`config.mk`:
```
export PLATFORM = sky130hd
export DESIGN_NAME = mse_seq
export DESIGN_NICKNAME = d
export VERILOG_FILES = /design/src/hw/rtl/mse_pkg.sv /design/src/hw/rtl/mse_seq.sv
export SDC_FILE = /design/constraint.sdc
export NUM_CORES = 1
export LEC_CHECK = 0
export BUFFER_PORTS_ARGS = -buffer_cell sky130_fd_sc_hd__buf_4
export CORE_ASPECT_RATIO = 1.4
export CORE_MARGIN = 3
export CORE_UTILIZATION = 40
export DETAILED_ROUTE_END_ITERATION = 10
export SYNTH_ARGS = -nofsm -noshare
export SYNTH_HDL_FRONTEND = slang
export SYNTH_SLANG_ARGS = --single-unit
```
`constraint.sdc`:
```
create_clock -name clk -period 17.4 [get_ports clk]
set_input_delay 4.35 -clock clk [delete_from_list [all_inputs] [get_ports clk]]
set_output_delay 4.35 -clock clk [all_outputs]
set_load 0.01 [all_outputs]
```
`src/hw/rtl/mse_pkg.sv`:
```
// Shared types and constants for the merge sort engine.
// No dependencies; compile first.
`default_nettype none

package mse_pkg;

	// Width of the value fields on both item channels.
	localparam int unsigned VALUE_W = 32;

	// Per-cycle commands from the sequencer to the buffer datapath.
	typedef struct packed {
		logic wr_en;        // write one buffer entry this cycle
		logic wr_b;         // write buffer B (else buffer A)
		logic wr_from_in;   // write data comes from the input item
		logic wr_from_left; // merge write takes the left head (else right head)
		logic rd_en;        // update both read registers
		logic rd_b;         // read from buffer B (else buffer A)
	} mse_ctrl_t;

endpackage

`default_nettype wire

```
`src/hw/rtl/mse_seq.sv`:
```
// Sequencer: load counter, bottom-up merge pass control and emit read issue.
// Depends on mse_pkg for the command struct; drives mse_dpath.
`default_nettype none

module mse_seq #(
	parameter int unsigned DEPTH = 64,
	localparam int unsigned AW   = (DEPTH > 1) ? $clog2(DEPTH) : 1,
	localparam int unsigned CW   = $clog2(DEPTH + 1),
	localparam int unsigned WW   = CW + 1
) (
	input  wire logic               clk,
	input  wire logic               arst_n,
	input  wire logic               in_fire,
	input  wire logic               in_last,
	input  wire logic               le,
	input  wire logic               take,
	output logic                    in_ready,
	output mse_pkg::mse_ctrl_t      ctrl,
	output logic [AW-1:0]           wr_addr,
	output logic [AW-1:0]           rd_addr_l,
	output logic [AW-1:0]           rd_addr_r,
	output logic                    pend,
	output logic                    pend_last
);

	typedef enum logic [3:0] {
		ST_LOAD  = 4'b0001,
		ST_PRIME = 4'b0010,
		ST_MERGE = 4'b0100,
		ST_EMIT  = 4'b1000
	} state_t;

	state_t        state_q;
	logic [CW-1:0] fill_q;
	logic [CW-1:0] n_q;
	logic [CW-1:0] e_q;
	logic [WW-1:0] width_q;
	logic [WW-1:0] lo_q;
	logic [WW-1:0] mid_q;
	logic [WW-1:0] hi_q;
	logic [WW-1:0] i_q;
	logic [WW-1:0] j_q;
	logic [WW-1:0] k_q;
	logic          src_b_q;
	logic          pend_q;
	logic          pend_last_q;

	logic          room;
	logic [CW-1:0] n_nx;
	logic [WW-1:0] n_w;
	logic [WW-1:0] mid_c;
	logic [WW-1:0] hi_c;
	logic [WW-1:0] width_2x;
	logic [WW-1:0] i_nx;
	logic [WW-1:0] j_nx;
	logic          take_left;
	logic          run_end;
	logic          prime_go;
	logic          rd_issue;
	logic          emit_end;

	assign room     = fill_q < CW'(DEPTH);
	assign n_nx     = fill_q + CW'(room);
	assign n_w      = WW'(n_q);
	assign mid_c    = ((lo_q + width_q) < n_w) ? (lo_q + width_q) : n_w;
	assign hi_c     = ((mid_c + width_q) < n_w) ? (mid_c + width_q) : n_w;
	assign width_2x = width_q << 1;

	assign take_left = (i_q < mid_q) && ((j_q >= hi_q) || le);
	assign i_nx      = i_q + WW'(take_left);
	assign j_nx      = j_q + WW'(!take_left);
	assign run_end   = k_q == (hi_q - WW'(1));

	// Hold priming until the emit read register of the previous set is consumed.
	assign prime_go = (state_q == ST_PRIME) && !pend_q;
	assign rd_issue = (state_q == ST_EMIT) && (e_q < n_q) && (!pend_q || take);
	assign emit_end = rd_issue && (e_q == (n_q - CW'(1)));

	assign in_ready  = state_q == ST_LOAD;
	assign pend      = pend_q;
	assign pend_last = pend_last_q;

	always_comb begin
		ctrl      = '0;
		wr_addr   = fill_q[AW-1:0];
		rd_addr_l = e_q[AW-1:0];
		rd_addr_r = e_q[AW-1:0];
		unique case (state_q)
			ST_LOAD: begin
				ctrl.wr_en      = in_fire && room;
				ctrl.wr_from_in = 1'b1;
			end
			ST_PRIME: begin
				ctrl.rd_en = prime_go;
				ctrl.rd_b  = src_b_q;
				rd_addr_l  = lo_q[AW-1:0];
				rd_addr_r  = mid_c[AW-1:0];
			end
			ST_MERGE: begin
				ctrl.wr_en        = 1'b1;
				ctrl.wr_b         = !src_b_q;
				ctrl.wr_from_left = take_left;
				ctrl.rd_en        = 1'b1;
				ctrl.rd_b         = src_b_q;
				wr_addr           = k_q[AW-1:0];
				rd_addr_l         = i_nx[AW-1:0];
				rd_addr_r         = j_nx[AW-1:0];
			end
			ST_EMIT: begin
				ctrl.rd_en = rd_issue;
				ctrl.rd_b  = src_b_q;
			end
			default: begin
				ctrl = '0;
			end
		endcase
	end

	always_ff @(posedge clk or negedge arst_n) begin
		if (!arst_n) begin
			state_q     <= ST_LOAD;
			fill_q      <= '0;
			n_q         <= '0;
			e_q         <= '0;
			width_q     <= '0;
			lo_q        <= '0;
			mid_q       <= '0;
			hi_q        <= '0;
			i_q         <= '0;
			j_q         <= '0;
			k_q         <= '0;
			src_b_q     <= 1'b0;
			pend_q      <= 1'b0;
			pend_last_q <= 1'b0;
		end else begin
			if (rd_issue) begin
				pend_q      <= 1'b1;
				pend_last_q <= e_q == (n_q - CW'(1));
			end else if (take) begin
				pend_q <= 1'b0;
			end
			unique case (state_q)
				ST_LOAD: begin
					if (in_fire) begin
						if (in_last) begin
							n_q     <= n_nx;
							fill_q  <= '0;
							width_q <= WW'(1);
							lo_q    <= '0;
							src_b_q <= 1'b0;
							e_q     <= '0;
							state_q <= (n_nx > CW'(1)) ? ST_PRIME : ST_EMIT;
						end else begin
							fill_q <= n_nx;
						end
					end
				end
				ST_PRIME: begin
					if (prime_go) begin
						mid_q   <= mid_c;
						hi_q    <= hi_c;
						i_q     <= lo_q;
						j_q     <= mid_c;
						k_q     <= lo_q;
						state_q <= ST_MERGE;
					end
				end
				ST_MERGE: begin
					i_q <= i_nx;
					j_q <= j_nx;
					k_q <= k_q + WW'(1);
					if (run_end) begin
						if (hi_q == n_w) begin
							// Pass done: swap buffers, double the run length.
							src_b_q <= !src_b_q;
							width_q <= width_2x;
							lo_q    <= '0;
							if (width_2x >= n_w) begin
								e_q     <= '0;
								state_q <= ST_EMIT;
							end else begin
								state_q <= ST_PRIME;
							end
						end else begin
							lo_q    <= hi_q;
							state_q <= ST_PRIME;
						end
					end
				end
				ST_EMIT: begin
					if (rd_issue) begin
						e_q <= e_q + CW'(1);
					end
					if (emit_end) begin
						state_q <= ST_LOAD;
					end
				end
				default: begin
					state_q <= ST_LOAD;
				end
			endcase
		end
	end

	// Every merge write consumes exactly one head.
	a_merge_count: assert property (@(posedge clk) disable iff (!arst_n)
		(state_q == ST_MERGE) |->
			(({1'b0, k_q} + {1'b0, mid_q}) == ({1'b0, i_q} + {1'b0, j_q})))
		else $error("merge output index out of step with head indices");

	a_merge_bound: assert property (@(posedge clk) disable iff (!arst_n)
		(state_q == ST_MERGE) |-> (k_q < hi_q) && (hi_q <= n_w))
		else $error("merge write beyond run end");

	a_prime_sorts: assert property (@(posedge clk) disable iff (!arst_n)
		(state_q == ST_PRIME) |-> (n_q > CW'(1)) && (lo_q < n_w))
		else $error("merge pass started on a trivial set or past its end");

	a_fill_clear: assert property (@(posedge clk) disable iff (!arst_n)
		(state_q != ST_LOAD) |-> (fill_q == '0))
		else $error("fill count not cleared after set end");

	a_emit_bound: assert property (@(posedge clk) disable iff (!arst_n)
		(state_q == ST_EMIT) |-> (e_q < n_q))
		else $error("emit index beyond set size");

endmodule

`default_nettype wire

```
==> flow_summary.json, run 1 <==
{
  "synth_top_cell_by_area": "dfrtp_1",
  "min_path_type": "flop to flop",
  "hold_viol_final": 0,
  "rrSetupSlack_ns": 10.54,
  "worstSkewPairLatency_ns": 0.35,
  "synth_cell_types": 71,
  "wl_per_cell_um": 19.6,
  "cts_setup_buffers": 0,
  "postRouteAntennaNets": 0,
  "maxCapViolCount": 0,
  "io_pins": 33,
  "dp_hpwl_mm": 14.4,
  "maxSlewViolCount": 0,
  "ys_seq_area_share_pct": 32.5,
  "fin_hold_ws_ns": 0.485,
  "start_util_pct": 41.1,
  "synth_ff_type": "dfrtp_1",
  "syn_inst": 759,
  "muxShareOfSynthArea_pct": 2.45,
  "crit_start": "le",
  "reg2reg_depth": 26,
  "ys_seq_elements": 84,
  "drc": 0,
  "firstDrtPassIters": 6,
  "gp_congestion": 0.891,
  "drt-total-wl_mm": 19.1,
  "setup.worst_path.start_class": "input port",
  "antenna_found_initial": 0,
  "diodes": 0,
  "ys_warn_count": 0,
  "clkSinkCount": 84,
  "cts_made_buffers": 9,
  "post-route-util_pct": 45.6,
  "worst-endpoint-arrival_ns": 6.39,
  "clock_path_buffers": 2,
  "finalCriticalPeriod_ns": 10.74,
  "status": "complete, no violations",
  "synth_edf_count": 0,
  "cp-end-kind": "output port",
  "die_y_um": 157,
  "synthSimpleGateAreaFrac_pct": 18.8,
  "rr_endpoint": "hi_q[1]",
  "synth_area_per_cell_um2": 8.53,
  "cts_tree": "yes",
  "setup_viol": 0,
  "cts_root_buffer": "clkbuf_16",
  "final.setup_skew_ns": 0.0131,
  "cts_resized": 0,
  "synthesis.area_mm2": 0.00648,
  "reg2reg_from": "width_q[0]",
  "synth-xor-area-share_pct": 6.76,
  "synthToLayoutAreaGrowth_pct": 10.9,
  "yosysTopAreaCellShare_pct": 32.1,
  "synth_top_family_by_area": "compound AO/OA/AOI/OAI gates",
  "vias": 5707,
  "cts_hold_buf": 0,
  "drtIter0Drc": 310,
  "ir_drop_v": 0.0000841,
  "rsz0062_at_grt": "no",
  "grt_max_degree": 79,
  "die_width_um": 114,
  "p_per_area_mw_per_mm2": 136,
  "synth-compound-area-share_pct": 20.9,
  "drive_gt1_share_pct": 9.77,
  "io_buffer_count": 32,
  "synthArstFlopShare_pct": 100,
  "fmax_mhz": 93.1,
  "grt_usage_pct": 22.0,
  "core.rowCount": 54,
  "synth_fa_ha_area_share_pct": 13.0,
  "coreArea_mm2": 0.0157,
  "path_max_fanout": 4,
  "vias_per_cell": 5.86,
  "setup_tns_ns": 0,
  "criticalPathCategory": "input port to output port",
  "cp.required_ns": 13.05,
  "dieArea_mm2": 0.0178,
  "grt_pass1_wl_mm": 30.6,
  "h-tree-depth": 3,
  "grt_pass1_vias": 5766,
  "nets": 845,
  "synth_area_leaders": "dfrtp_1 (32%), ha_1 (12%), nand2_1 (5.9%), o21ai_0 (4.9%), xnor2_1 (4.9%)",
  "syn_nets": 831,
  "clk_pin_slew_ns": 0.07,
  "final.period_utilization_pct": 61.7,
  "min_from": "pend_last",
  "grt-ovfl-total": 0,
  "p_leak_nw": 3.42,
  "worstSetupEndpoint": "rd_addr_l[4]",
  "relSlewSlack_pct": 30.0,
  "worst_pin_slew_ns": 1.03
}
[metal layers]
layer	track usage (%)	part of all wire, %
met3	2.82	3.4
met1	27.1	42
met5	0	0
met4	8.65	3.6
met2	38.6	51
[metrics by stage]
stage	std cells	power (mW)	setup WS (ns)	cell area, um2
floorplan	759	0.634	7.27	6480
global placement	958	0.760	6.70	6870
detailed placement	958	0.771	6.67	6870
CTS	974	0.975	6.66	7180
global route	974	1.05	6.46	7180
finish	974	0.977	6.66	7180
[worst max-delay path, stage by stage]
cell and delay (ns):
buf_4 0.11, nor2_1 0.13, nand2_1 0.07, o21ai_0 0.43
nor2b_1 0.11, ha_1 0.22, ha_1 0.24, and3_1 0.26
xnor2_1 0.15, o221ai_1 0.16, buf_4 0.16
[worst min path at each step]
stage	to	slack [ns]	cells after the start
floorplan	mid_q[1]	0.45	2
global placement	mid_q[1]	0.47	2
detailed placement	mid_q[6]	0.47	2
CTS	mid_q[6]	0.49	2
global route	pend_last	0.51	2
finish	pend_last	0.49	2
[state kept, by name (all words and copies together) (netlist names)]
signal,cells
j_q,8
i_q,8
lo_q,8
mid_q,8
k_q,8
fill_q,7
pend,1
e_q,7
state_q,4
n_q,7
src_b_q,1
width_q,8
pend_last,1
hi_q,8
[final cells by class]
class / count / area [um2]
well taps: 196 / 245
repair buffers: 41 / 308
clock buffers: 10 / 239
inverters: 52 / 195
clock inverters: 6 / 71.3
fillers: 1559 / 8560
multi-input cells: 585 / 4020
flip-flops and latches: 84 / 2100
[cell usage after synthesis (13+ instances only)]
master	instances
a21oi_1	38
and3_1	14
clkbuf_1	29
dfrtp_1	83
ha_1	64
inv_1	52
nand2_1	101
nand3_1	28
nor2_1	51
nor3_1	13
o21ai_0	63
o221ai_1	15
xnor2_1	36
xor2_1	14
[kinds of logic after synthesis]
kind of cell | after synthesis
buf+inv | 90
simple gates | 255
mux | 15
compound gates | 199
xor+xnor | 50
fa+ha+maj | 66
flops | 84
[cells in the final DEF (no fill, tap or decap), drive strengths merged, types with 15 or more instances in the layout]
cell type and count:
a21oi 38, buf 41, dfrtp 83, ha 64, inv 53, nand2 101
nand3 30, nor2 52, o21ai 70, o221ai 15, xnor2 36
[power breakdown]
group	leakage (nW)	switching, mW	total [mW]	internal [mW]
combinational	2.16	0.254	0.444	0.190
sequential	1.11	0.0892	0.331	0.242
clock	0.145	0.0858	0.202	0.116
Note: power is estimated with default switching activity, not from simulation.
==> run 2: changes to the inputs <==
Clock period 17.4 ns to 9.9 ns, I/O delays scaled along.
==> run 2 against run 1 <==
  * Global-route usage is 1.4 points higher
  * Power is 76% higher
  * Clock power is 71% higher
  * Setup slack worse by 4.0 ns
  * First-iteration DRC count is 27% higher
  * Hold slack worse by 0.0046 ns
  * Sequential power is 79% higher
  * Utilization is 0.28 points lower
  * Sequential share of layout area is 0.18 points higher
  * Critical endpoint is now hi_q[1]
  * Combinational power is 75% higher
  * Largest cell class unchanged
  * Die area stayed put
  * Via count is 0.65% higher
==> flow_summary.json, run 2 (synthesis gave the netlist of run 1 again) <==
{
  "status": "complete, no violations",
  "cts_resized": 0,
  "coreArea_mm2": 0.0157,
  "nets": 841,
  "grt_pass1_wl_mm": 31.9,
  "dieArea_mm2": 0.0178,
  "h-tree-depth": 3,
  "finalCriticalPeriod_ns": 7.21,
  "worst-endpoint-arrival_ns": 7.42,
  "crit_path_max_incr_delay_ns": 1.13,
  "setup.worst_path.start_class": "flop",
  "final.setup_skew_ns": 0.00650,
  "worst_pin_slew_ns": 1.29,
  "die_y_um": 157,
  "crit_slowest_cell": "a2111oi_2",
  "crit_buf_inv": 1,
  "synthToLayoutAreaGrowth_pct": 10.2,
  "crit_top_cell": "a21oi_1",
  "final_cell_mix": "nand2_1 (101), dfrtp_1 (83), ha_1 (64)",
  "maxCapViolCount": 0,
  "criticalPathCategory": "flop to flop",
  "reg2reg_depth": 25,
  "die_width_um": 114,
  "cp-end-kind": "flop",
  "io_pins": 33,
  "p_per_area_mw_per_mm2": 241,
  "cp.required_ns": 10.11,
  "fmax_mhz": 139,
  "cts_setup_buffers": 0,
  "gp_congestion": 0.933,
  "antenna_found_initial": 0,
  "hold_depth": 2,
  "setup_viol": 0,
  "clock_path_buffers": 2,
  "drc": 0,
  "grt_pass1_vias": 5845,
  "ir_drop_v": 0.000147,
  "fillers": 1567,
  "setup_tns_ns": 0,
  "cts_root_buffer": "clkbuf_16",
  "min_to": "pend_last",
  "io_buffer_count": 32,
  "min_path_type": "flop to flop",
  "drtIter0Drc": 394,
  "postRouteAntennaNets": 0,
  "p_total_mw": 1.72,
  "grt-ovfl-total": 0,
  "cts_hold_buf": 0,
  "clk_pin_slew_ns": 0.06,
  "cts_tree": "yes",
  "final.period_utilization_pct": 72.8,
  "min_from": "pend_last",
  "relSlewSlack_pct": 13.6,
  "vias": 5744,
  "vias_per_cell": 5.92,
  "diodes": 0,
  "grt_max_degree": 45,
  "cp_top_family": "compound AO/OA/AOI/OAI gates",
  "rrSetupSlack_ns": 2.69,
  "core.rowCount": 54,
  "maxSlewViolCount": 0,
  "wl_per_cell_um": 20.7,
  "p_leak_nw": 3.39,
  "cts_made_buffers": 9,
  "dp_hpwl_mm": 15.2,
  "start_util_pct": 41.1,
  "mostFrequentLayoutCell": "nand2_1",
  "clkSinkCount": 84,
  "rr_endpoint": "hi_q[1]",
  "drt-total-wl_mm": 20.1,
  "grt_usage_pct": 23.3,
  "worstSkewPairLatency_ns": 0.35,
  "firstDrtPassIters": 5,
  "path_max_fanout": 11,
  "rsz0062_at_grt": "no",
  "drive_gt1_share_pct": 9.04,
  "hold_viol_final": 0,
  "reg2reg_from": "width_q[0]"
}
-- run 2: cell types whose count changed in the layout (fill, tap and decap cells not counted), sizes merged --
cell / delta
buf: -4
clkbuf: +2
clkinv: -1
inv: -1
-- run 2: worst max path at each step --
stage / from / to / slack (ns) / cells past startpoint
4_1_cts: width_q[0] / hi_q[0] / 2.71 / 25
2_1_floorplan: le / rd_addr_l[4] / 3.52 / 9
3_5_place_dp: width_q[0] / hi_q[0] / 2.72 / 25
3_3_place_gp: width_q[0] / hi_q[4] / 3.06 / 25
6_report: width_q[0] / hi_q[1] / 2.69 / 25
5_1_grt: width_q[0] / hi_q[4] / 2.08 / 25
-- run 2: through the flow --
step	util, %	instances	area, um2	hold slack (ns)	setup slack (ns)
after global routing	45.3	970	7140	0.524	2.08
after CTS	45.3	970	7140	0.483	2.71
after detailed placement	43.5	954	6840	0.467	2.72
after floorplan	-	759	6480	0.450	3.52
final	45.3	970	7140	0.481	2.69
after global placement	43.5	954	6840	0.466	3.06
-- run 2: layout make-up --
| cell class | instances | area, um2 | area share [%] |
|---|---|---|---|
| multi-input cells | 585 | 4020 | 56.3 |
| flip-flops and latches | 84 | 2100 | 29.5 |
| repair buffers | 37 | 278 | 3.89 |
| clock buffers | 12 | 246 | 3.45 |
| well taps | 196 | 245 | 3.44 |
| inverters | 52 | 195 | 2.73 |
| clock inverters | 4 | 50.0 | 0.701 |
-- run 2: layer usage --
metal	track usage [%]	routed length (um)	up-vias
met5	0	0	-
met4	12.3	1060	0
met3	4.29	971	59
met2	39.9	10100	203
met1	27.7	8000	2752
li1	-	-	2730
-- run 2: where the power goes --
| part | switching, mW | total [mW] | internal (mW) |
|---|---|---|---|
| clock | 0.143 | 0.345 | 0.202 |
| combinational | 0.448 | 0.779 | 0.331 |
| sequential | 0.169 | 0.594 | 0.426 |
-- run 2: worst min-delay path, delay by kind of cell (launching register included) --
family        cells  cell delay [ns]
flops             1             0.34
simple gates      2             0.10
==> run 3: changes to the inputs <==
Clock period 9.9 ns to 6.9 ns, I/O delays scaled along.
==> run 3 against run 2 <==
  * Clock skew shrank 0.0013 ns
  * Flip-flop and latch count is the same
  * First-iteration DRC count shrank 18%
  * Die area is the same
  * Register-to-register slack lost 2.3 ns
  * Setup slack lost 2.3 ns
  * Via count shrank 0.96%
  * Critical path type unchanged
==> flow_summary.json, run 3 (synthesis gave the netlist of run 1 again) <==
{
  "status": "complete, no violations",
  "hold_viol_final": 0,
  "final_cell_mix": "nand2_1 (101), dfrtp_1 (83), ha_1 (64)",
  "drt-total-wl_mm": 19.9,
  "p_comb_share_pct": 45.0,
  "crit_start": "width_q[0]",
  "cts_setup_buffers": 0,
  "dieArea_mm2": 0.0178,
  "start_util_pct": 41.1,
  "vias": 5689,
  "io_buffer_count": 32,
  "vias_per_cell": 5.85,
  "drive_gt1_share_pct": 9.65,
  "die_width_um": 114,
  "p_leak_nw": 3.42,
  "io_pins": 33,
  "rsz0062_at_grt": "no",
  "antenna_found_initial": 0,
  "postRouteAntennaNets": 0,
  "fmax_mhz": 155,
  "clock_path_buffers": 2,
  "rr_endpoint": "hi_q[1]",
  "cts_root_buffer": "clkbuf_16",
  "relSlewSlack_pct": 41.9,
  "gp_congestion": 0.909,
  "ir_drop_v": 0.000148,
  "drtIter0Drc": 323,
  "crit_path_max_incr_delay_ns": 0.44,
  "drc": 0,
  "nets": 844,
  "firstDrtPassIters": 5,
  "final.period_utilization_pct": 93.7,
  "path_max_fanout": 11,
  "maxCapViolCount": 0,
  "pwr-share-clk_pct": 20.8,
  "p_int_mw": 1.39,
  "die_y_um": 157,
  "min_path_type": "flop to flop",
  "setup_tns_ns": 0,
  "wl_per_cell_um": 20.5,
  "synthToLayoutAreaGrowth_pct": 10.8,
  "dp_hpwl_mm": 15.1,
  "grt_pass1_wl_mm": 31.3,
  "dp_cells": 957,
  "p_seq_share_pct": 34.1,
  "setup_viol": 0,
  "final.setup_skew_ns": 0.00519,
  "reg2reg_depth": 28,
  "rrSetupSlack_ns": 0.44,
  "final_cells": 973,
  "setup.worst_path.start_class": "flop",
  "worstSetupEndpoint": "hi_q[1]",
  "clk_pin_slew_ns": 0.06,
  "multi_input_area_mm2": 0.00402,
  "swShare_pct": 44.0,
  "mostFrequentLayoutCell": "nand2_1",
  "criticalPathCategory": "flop to flop",
  "finalCriticalPeriod_ns": 6.46,
  "worst-endpoint-arrival_ns": 6.68,
  "core.rowCount": 54,
  "cp.required_ns": 7.12,
  "hold_depth": 2,
  "p_per_area_mw_per_mm2": 346,
  "coreArea_mm2": 0.0157,
  "fin_hold_ws_ns": 0.481,
  "grt-ovfl-total": 0,
  "grt_usage_pct": 22.8,
  "diodes": 0,
  "cts_tree": "yes",
  "grt_pass1_vias": 5671,
  "fillers": 1562,
  "crit_slowest_cell": "dfrtp_1",
  "cp-end-kind": "flop",
  "worstSkewPairLatency_ns": 0.35,
  "cts_made_buffers": 9,
  "h-tree-depth": 3,
  "regArea_mm2": 0.00210,
  "reg2reg_from": "width_q[0]",
  "grt_max_degree": 50,
  "maxSlewViolCount": 0,
  "clkSinkCount": 84,
  "switchingPower_mw": 1.09,
  "worst_pin_slew_ns": 0.859
}
-- run 3: changes by cell type in the layout (fill, tap and decap cells not counted) --
cell / change
a21boi_0: -1
buf_4: +3
clkbuf_1: -2
mux2_4: +1
clkbuf_8: +1
inv_6: +1
a21boi_1: +1
mux2_2: -1
-- run 3: power by group through the flow --
stage / Sequential, mW / Clock, mW / Combinational, mW
floorplan: 0.721 / 0 / 0.878
global placement: 0.848 / 0 / 1.08
detailed placement: 0.852 / 0 / 1.11
CTS: 0.843 / 0.524 / 1.12
global route: 0.864 / 0.540 / 1.26
finish: 0.847 / 0.516 / 1.12
-- run 3: worst min-delay path by stage --
stage | startpoint | to | slack (ns)
4_1_cts | mid_q[3] | mid_q[3] | 0.49
2_1_floorplan | mid_q[1] | mid_q[1] | 0.45
3_5_place_dp | mid_q[3] | mid_q[3] | 0.47
3_3_place_gp | pend_last | pend_last | 0.46
6_report | pend_last | pend_last | 0.48
5_1_grt | mid_q[3] | mid_q[3] | 0.51
-- run 3: per-stage QoR --
stage	area (um2)	utilization (%)	power, mW	setup slack [ns]
floorplan	6480	-	1.60	0.854
global placement	6860	43.6	1.93	0.602
detailed placement	6860	43.6	1.96	0.348
CTS	7170	45.6	2.49	0.335
global route	7180	45.6	2.67	0.0523
finish	7180	45.6	2.48	0.437
-- run 3: layout make-up --
cell class / count / area share [%]
tap: 196 / 3.42
timing repair buffer: 40 / 4.18
sequential: 84 / 29.3
clock inverter: 5 / 0.819
clock buffer: 11 / 3.52
inverter: 52 / 2.72
multi-input combinational: 585 / 56.0
-- run 3: routing by layer --
| metal | GRT usage, % | up-vias | wire length, um | part of all wire (%) |
|---|---|---|---|---|
| met1 | 28.1 | 2746 | 8260 | 41 |
| li1 | - | 2739 | - | - |
| met2 | 40.0 | 159 | 10100 | 51 |
| met3 | 2.51 | 45 | 812 | 4.1 |
| met4 | 10.2 | 0 | 718 | 3.6 |
| met5 | 0 | - | 0 | 0 |
-- run 3: critical path: cells and delay by family (launching register included) --
| kind | cells | cell delay, ns |
|---|---|---|
| AOI/OAI and AO/OA | 13 | 2.64 |
| xor gates and xnor gates | 1 | 0.17 |
| adders and majority gates | 6 | 1.85 |
| buffers and inverters | 3 | 0.40 |
| DFF | 1 | 0.44 |
| muxes | 3 | 0.63 |
| and+or+nand+nor | 2 | 0.21 |
-- run 3: what timing repair did --
action	4_1_cts	5_1_grt
endpoints found under the setup margin	0	4
hold buffers	0	0
gates resized for setup	0	2
